$ cat config.mk
export PLATFORM = sky130hd
export DESIGN_NAME = spi_tx_queue_framer_top
export DESIGN_NICKNAME = d
export VERILOG_FILES = /design/src/rtl/core/spitqf_pkg.sv /design/src/rtl/core/spi_tx_queue_framer_top.sv /design/src/rtl/core/spitqf_ctrl.sv /design/src/rtl/core/spitqf_emit.sv
export SDC_FILE = /design/constraint.sdc
export NUM_CORES = 1
export LEC_CHECK = 0
export BUFFER_PORTS_ARGS = -buffer_cell sky130_fd_sc_hd__buf_2
export CAP_MARGIN = 25
export CORE_MARGIN = 2
export CORE_UTILIZATION = 41
export CTS_BUF_LIST = sky130_fd_sc_hd__clkbuf_8
export CTS_CLUSTER_DIAMETER = 100
export CTS_CLUSTER_SIZE = 8
export DETAILED_ROUTE_END_ITERATION = 6
export HOLD_SLACK_MARGIN = 0.12
export PLACE_DENSITY_LB_ADDON = 0.1
export SYNTH_ARGS = -nofsm -noshare
export SYNTH_HDL_FRONTEND = slang
export SYNTH_SLANG_ARGS = --single-unit
$ cat constraint.sdc
create_clock -name clk -period 4.9 [get_ports clk]
set_input_delay 0.49 -clock clk [delete_from_list [all_inputs] [get_ports clk]]
set_output_delay 0.49 -clock clk [all_outputs]
set_load 0.01 [all_outputs]
$ cat src/rtl/core/spitqf_pkg.sv
// Package for the SPI transmit-queue framer: beat types, command codes,
// framing constants and the job descriptor passed from control to emitter.
// No dependencies.
`default_nettype none

package spitqf_pkg;

  localparam int unsigned LenW = 11;
  localparam int unsigned SeqW = 5;

  localparam logic [7:0] OpWriteTxq = 8'h02;
  localparam logic [7:0] FillByte   = 8'hFF;
  // Top bits of the 0xC000 header word (first and last segment flags)
  localparam logic [4:0] SegFlags   = 5'b11000;

  typedef enum logic [1:0] {
    CMD_BEGIN   = 2'd0,
    CMD_PAYLOAD = 2'd1,
    CMD_TX_OK   = 2'd2,
    CMD_TX_FAIL = 2'd3
  } cmd_e;

  typedef struct packed {
    logic [1:0]      cmd;
    logic [LenW-1:0] frame_length;
    logic [7:0]      payload_byte;
  } in_t;

  typedef struct packed {
    logic [7:0] out_byte;
    logic       burst_end;
  } out_t;

  typedef enum logic [1:0] {
    JOB_BEGIN = 2'd0,
    JOB_DATA  = 2'd1,
    JOB_LAST  = 2'd2
  } job_kind_e;

  typedef struct packed {
    logic            valid;
    job_kind_e       kind;
    logic [7:0]      data;
    logic [LenW-1:0] len;
    logic [SeqW-1:0] seq;
  } job_t;

endpackage

`default_nettype wire

$ cat src/rtl/core/spi_tx_queue_framer_top.sv
// Top level of the SPI transmit-queue framer: control stage plus byte
// emitter. Depends on spitqf_pkg, spitqf_ctrl and spitqf_emit.
`default_nettype none

// Frames packets into an SPI transmit-queue burst, one byte per output beat.
// A begin beat (non-zero length) yields 12 bytes: opcode 0x02, three 0xFF and
// the 8-byte header. Each payload beat inside a frame yields its byte; the
// last one is followed by 0xFF padding to a multiple of 4 and the 4-byte
// end-of-packet trailer, whose final byte carries burst_end. Transmit-ok
// bumps the 5-bit sequence number; fail/restart clears it and drops any open
// frame. Those, zero-length begins and stray payload beats yield nothing.
// Rate: one byte leaves per cycle, set by the output register, when not stalled.
// A beat holds the job register until its last byte loads: unstalled payload
// beats flow at one per cycle; a begin yields 12 bytes, a last payload 5 to 8.
// Two stages: a job register (frame state updated on accept) and the output
// register; a new beat is taken in the cycle the previous job drains.
module spi_tx_queue_framer_top
  import spitqf_pkg::*;
(
  input  wire logic clk,
  input  wire logic rst,
  input  wire logic in_valid,
  output logic      in_ready,
  input  wire in_t  in_data,
  output logic      out_valid,
  input  wire logic out_ready,
  output out_t      out_data
);

  job_t job;       // registered job awaiting emission
  logic job_done;  // emitter takes the job's last byte this cycle

  spitqf_ctrl u_ctrl (
    .clk      (clk),
    .rst      (rst),
    .in_valid (in_valid),
    .in_ready (in_ready),
    .in_data  (in_data),
    .job_done (job_done),
    .job      (job)
  );

  spitqf_emit u_emit (
    .clk       (clk),
    .rst       (rst),
    .job       (job),
    .job_done  (job_done),
    .out_valid (out_valid),
    .out_ready (out_ready),
    .out_data  (out_data)
  );

endmodule

`default_nettype wire

$ cat src/rtl/core/spitqf_ctrl.sv
// Frame control for the SPI transmit-queue framer: decodes input beats,
// keeps sequence and frame state, registers one job for the emitter.
// Depends on spitqf_pkg.
`default_nettype none

module spitqf_ctrl
  import spitqf_pkg::*;
(
  input  wire logic clk,
  input  wire logic rst,
  input  wire logic in_valid,
  output logic      in_ready,
  input  wire in_t  in_data,
  input  wire logic job_done,
  output job_t      job
);

  logic [SeqW-1:0] seq_num, seq_num_next;
  logic [LenW-1:0] bytes_left, bytes_left_next;
  logic [LenW-1:0] held_length, held_length_next;
  logic            in_frame, in_frame_next;
  job_t            job_next;
  logic            accept;

  assign in_ready = !job.valid || job_done;
  assign accept   = in_valid && in_ready;

  always_comb begin
    seq_num_next     = seq_num;
    bytes_left_next  = bytes_left;
    held_length_next = held_length;
    in_frame_next    = in_frame;
    job_next         = job;
    if (job_done) begin
      job_next.valid = 1'b0;
    end
    if (accept) begin
      job_next.valid = 1'b0;
      job_next.data  = in_data.payload_byte;
      job_next.seq   = seq_num;
      job_next.len   = held_length;
      job_next.kind  = JOB_DATA;
      case (cmd_e'(in_data.cmd))
        CMD_BEGIN: begin
          if (in_data.frame_length != '0) begin
            held_length_next = in_data.frame_length;
            bytes_left_next  = in_data.frame_length;
            in_frame_next    = 1'b1;
            job_next.valid   = 1'b1;
            job_next.kind    = JOB_BEGIN;
            job_next.len     = in_data.frame_length;
          end
        end
        CMD_PAYLOAD: begin
          if (in_frame && bytes_left != '0) begin
            job_next.valid  = 1'b1;
            bytes_left_next = bytes_left - LenW'(1);
            if (bytes_left == LenW'(1)) begin
              job_next.kind = JOB_LAST;
              in_frame_next = 1'b0;
            end
          end
        end
        CMD_TX_OK: begin
          seq_num_next = seq_num + SeqW'(1);
        end
        CMD_TX_FAIL: begin
          seq_num_next    = '0;
          in_frame_next   = 1'b0;
          bytes_left_next = '0;
        end
        default: begin
          seq_num_next = seq_num;
        end
      endcase
    end
  end

  always_ff @(posedge clk) begin
    if (rst) begin
      seq_num     <= '0;
      bytes_left  <= '0;
      held_length <= '0;
      in_frame    <= 1'b0;
      job.valid   <= 1'b0;
    end else begin
      seq_num     <= seq_num_next;
      bytes_left  <= bytes_left_next;
      held_length <= held_length_next;
      in_frame    <= in_frame_next;
      job.valid   <= job_next.valid;
    end
    job.kind <= job_next.kind;
    job.data <= job_next.data;
    job.len  <= job_next.len;
    job.seq  <= job_next.seq;
  end

endmodule

`default_nettype wire

$ cat src/rtl/core/spitqf_emit.sv
// Byte emitter for the SPI transmit-queue framer: walks the held job one
// byte per cycle into the output register when not stalled. Depends on spitqf_pkg.
`default_nettype none

module spitqf_emit
  import spitqf_pkg::*;
(
  input  wire logic clk,
  input  wire logic rst,
  input  wire job_t job,
  output logic      job_done,
  output logic      out_valid,
  input  wire logic out_ready,
  output out_t      out_data
);

  logic [3:0]      idx, idx_next;
  logic [3:0]      last_idx;
  logic [1:0]      pad;
  logic [3:0]      tpos;
  logic [LenW-1:0] len_bar;
  logic [7:0]      byte_sel;
  logic            end_sel;
  logic            can_load, load;

  assign len_bar  = ~job.len;
  assign pad      = 2'(~job.len[1:0] + 2'd1);
  assign tpos     = idx - 4'd1 - {2'b00, pad};
  assign can_load = !out_valid || out_ready;
  assign load     = job.valid && can_load;
  assign job_done = load && (idx == last_idx);

  always_comb begin
    case (job.kind)
      JOB_BEGIN: last_idx = 4'd11;
      JOB_LAST:  last_idx = 4'd4 + {2'b00, pad};
      default:   last_idx = 4'd0;
    endcase
  end

  always_comb begin
    byte_sel = job.data;
    end_sel  = 1'b0;
    case (job.kind)
      JOB_BEGIN: begin
        case (idx)
          4'd0:    byte_sel = OpWriteTxq;
          4'd4:    byte_sel = {5'b00000, job.len[10:8]};
          4'd5:    byte_sel = job.len[7:0];
          4'd6:    byte_sel = {job.seq, len_bar[10:8]};
          4'd7:    byte_sel = len_bar[7:0];
          4'd8:    byte_sel = {SegFlags, job.len[10:8]};
          4'd9:    byte_sel = job.len[7:0];
          4'd10:   byte_sel = {5'b00000, len_bar[10:8]};
          4'd11:   byte_sel = len_bar[7:0];
          default: byte_sel = FillByte;
        endcase
      end
      JOB_LAST: begin
        if (idx == 4'd0) begin
          byte_sel = job.data;
        end else if (idx <= {2'b00, pad}) begin
          byte_sel = FillByte;
        end else begin
          case (tpos[1:0])
            2'd0:    byte_sel = {job.seq, job.len[10:8]};
            2'd1:    byte_sel = job.len[7:0];
            2'd2:    byte_sel = {~job.seq, len_bar[10:8]};
            default: begin
              byte_sel = len_bar[7:0];
              end_sel  = 1'b1;
            end
          endcase
        end
      end
      default: byte_sel = job.data;
    endcase
  end

  always_comb begin
    idx_next = idx;
    if (load) begin
      idx_next = job_done ? 4'd0 : idx + 4'd1;
    end
  end

  always_ff @(posedge clk) begin
    if (rst) begin
      idx       <= '0;
      out_valid <= 1'b0;
    end else begin
      idx <= idx_next;
      if (load) begin
        out_valid <= 1'b1;
      end else if (out_ready) begin
        out_valid <= 1'b0;
      end
    end
    if (load) begin
      out_data.out_byte  <= byte_sel;
      out_data.burst_end <= end_sel;
    end
  end

endmodule

`default_nettype wire

==> key figures <==
Run status
  • Status: complete, no violations

Synthesis
  • Synth top area cells: edfxtp_1, dfxtp_1, mux2i_1
  • Syn Area/Cell: 9.77 um2
  • Top cell type's share of synthesized area: 0.261
  • Syn_nets: 448
  • EDFF count, synth: 35
  • Post-synth top area cell: edfxtp_1
  • Ys Warns: 0
  • Synth Instances: 412
  • Netlist cell types: 66
  • Sequential area share after synthesis: 0.430
  • Async SR Flop Fraction: 0
  • Yosys reg bits: 69
  • Count leader, synth: edfxtp_1
  • Synth Flop Type: edfxtp_1
  • Synth Cell Area: 0.00402 mm2
  • Synth top cells by count: edfxtp_1, dfxtp_1, nand2_1

CTS
  • Setup Buffers After CTS: 0
  • Num CTS Buffers: 9
  • CTS sink count: 69
  • Clk_lat worst skew: 0.37 ns
  • Cts repair resizes: 0
  • Clock Path Buffers: 2
  • Cts hold-fix bufs: 0
  • CTS clk-pin slew, worst paths: 0.08 ns
  • CTS tree: built
  • Clock root buffer: clkbuf_8
  • H-Tree Depth: 3

Critical path
  • Startpoint Class: register
  • Arr. time, crit path: 2.53 ns
  • Crit end category: primary output
  • CP required: 4.41 ns
  • Max stage delay on crit path: 0.64 ns
  • WP depth: 5
  • Crit path max-delay family: compound AO/OA/AOI/OAI gates
  • Worst path cell trace: and4bb_2 -> a311oi_2 -> o41a_4 -> inv_4 -> buf_2
  • Crit Path Max Fanout: 25
  • Slowest CP cell: o41a_4
  • R2R cell count: 6
  • CP Class: register to primary output
  • Crit path buf inv count: 2

Drt
  • Per-cell routed wire length: 17.6 um
  • DRC viols: 0
  • Drt via density: 5.84
  • DR vias: 3,323
  • Post-Route WL: 9.99 mm
  • Antenna-violating nets left: 0
  • DR pass1 iterations: 5
  • Detailed Route Iter0 Violations: 122

Global routing
  • Congestion Overflow GR: 0
  • Overall fraction of global-route tracks in use: 0.201
  • Global-route wire length before repair: 16.3 mm
  • Antenna violations before repair: 0
  • Vias in the first global route: 3,120
  • Largest net degree at the start of global routing: 36

Die
  • Row cnt: 36
  • IO Count: 36
  • Die X: 103 um
  • Die ar.: 0.0106 mm2
  • Starting Density: 0.417
  • Core footprint: 0.00964 mm2
  • DIE HEIGHT: 103 um

Place
  • Final HPWL DP: 6.93 mm
  • # port buffers: 35
  • Gpl congestion: 0.871
  • Area post-placement: 0.00422 mm2
  • Post-Place Cells: 552

Timing
  • Rel. slew slack: 0.529
  • Tmin final: 3.02 ns
  • Post-Route Setup TNS: 0 ns
  • Final slew viol count: 0
  • RSZ-0062 raised after global routing: no
  • Fin crit share: 0.617
  • Slew of the pin with the lowest slew margin: 0.707 ns
  • Worst Skew: 0.0114 ns
  • Final hold violations: 0
  • Final setup vio count: 0
  • Fmax: 331 MHz

Run
  • Max-cap viol count: 0

Cells and area
  • P&R area growth vs syn: 9.64%
  • Fillers: 970
  • Layout Cells excl Fill: 569
  • Final core occ: 0.458
  • Ant. Diodes: 0
  • Post-route cell area: 0.00441 mm2
  • Net count reported at finish: 467
  • Layout cells sized above 1: 0.181

Power and ir drop
  • Final Total Pwr: 1.36 mW
  • Worst vdd ir: 0.129 mV
  • Pwr dens: 309 mW/mm2
  • Leak: 1.59 nW

Worst hold path
  • Hold Crit Class: primary input to register
  • WHS Path Cells: 1
flip-flops by register name, summed over array words and instances, names as in the netlist:
register            flops
u_ctrl.bytes_left      11
u_ctrl.held_length     11
u_ctrl.in_frame         1
u_ctrl.job             27
u_ctrl.seq_num          5
u_emit.idx              4
u_emit.out_data         9
u_emit.out_valid        1
cells in the final DEF, fill, tap and decap left out, types with 6 or more instances in the layout:
cell type	Yosys	routed
nor3_1	15	15
mux2i_1	14	14
nand3_1	9	9
xnor2_1	12	12
o21ai_0	26	26
o2111ai_1	8	8
nor3b_1	6	6
inv_1	26	26
a311oi_1	11	11
buf_2	5	35
nand2_1	29	29
nor2b_1	6	6
a21oi_1	22	22
a31o_2	10	10
nor2_1	12	11
dfxtp_1	34	34
a31oi_1	16	16
edfxtp_1	35	35
clkbuf_8	0	9
ha_1	11	11
cell families after synthesis:
logic type	synth area share
mux	0.0348
flops	0.430
fa+ha+maj	0.0342
simple gates	0.141
xor+xnor	0.0389
compound gates	0.254
buf+inv	0.0665
metrics by stage:
stage	setup slack [ns]	hold WS, ns
2_1_floorplan	1.91	0.431
3_3_place_gp	2.23	0.449
3_5_place_dp	2.15	0.454
4_1_cts	1.86	0.285
5_1_grt	1.75	0.290
6_report	1.88	0.298
path summary, 6_finish.rpt:
kind	startpoint	to	slack [ns]
worst min-delay path	in_data[6]	u_ctrl.job[22]	0.30
worst max-delay path	u_ctrl.job[25]	in_ready	1.88
worst max register to register	u_ctrl.job[25]	u_ctrl.held_length[1]	2.20
worst min register to register	u_ctrl.seq_num[4]	u_ctrl.job[4]	0.48
layer usage:
metal / up-vias / share of wire / GRT usage
met5: - / 0 / 0
met4: 0 / 0.019 / 0.0810
met3: 15 / 0.039 / 0.0380
met2: 94 / 0.48 / 0.329
met1: 1589 / 0.46 / 0.263
li1: 1625 / - / -
worst register-to-register path, delay by kind of cell, from the launching register on:
family	cells	cell delay, ns
and+or+nand+nor	2	0.87
DFF	1	0.62
AOI/OAI and AO/OA	3	0.91
buffers and inverters	1	0.27
cell type report:
| class | instances | area, um2 | share of cell area |
|---|---|---|---|
| inverters | 28 | 108 | 0.0244 |
| repair buffers | 38 | 198 | 0.0448 |
| multi-input cells | 285 | 2030 | 0.459 |
| flip-flops and latches | 69 | 1730 | 0.393 |
| clock buffers | 9 | 124 | 0.0281 |
| clock inverters | 7 | 57.6 | 0.0130 |
| well taps | 133 | 166 | 0.0377 |
power breakdown:
part | leakage [nW] | switching (mW) | total (mW) | internal [mW]
Clock | 0.0964 | 0.257 | 0.449 | 0.192
Sequential | 0.620 | 0.0305 | 0.672 | 0.642
Combinational | 0.872 | 0.142 | 0.242 | 0.0994
Total | 1.59 | 0.430 | 1.36 | 0.933
Note: power is estimated with default switching activity, not from simulation.
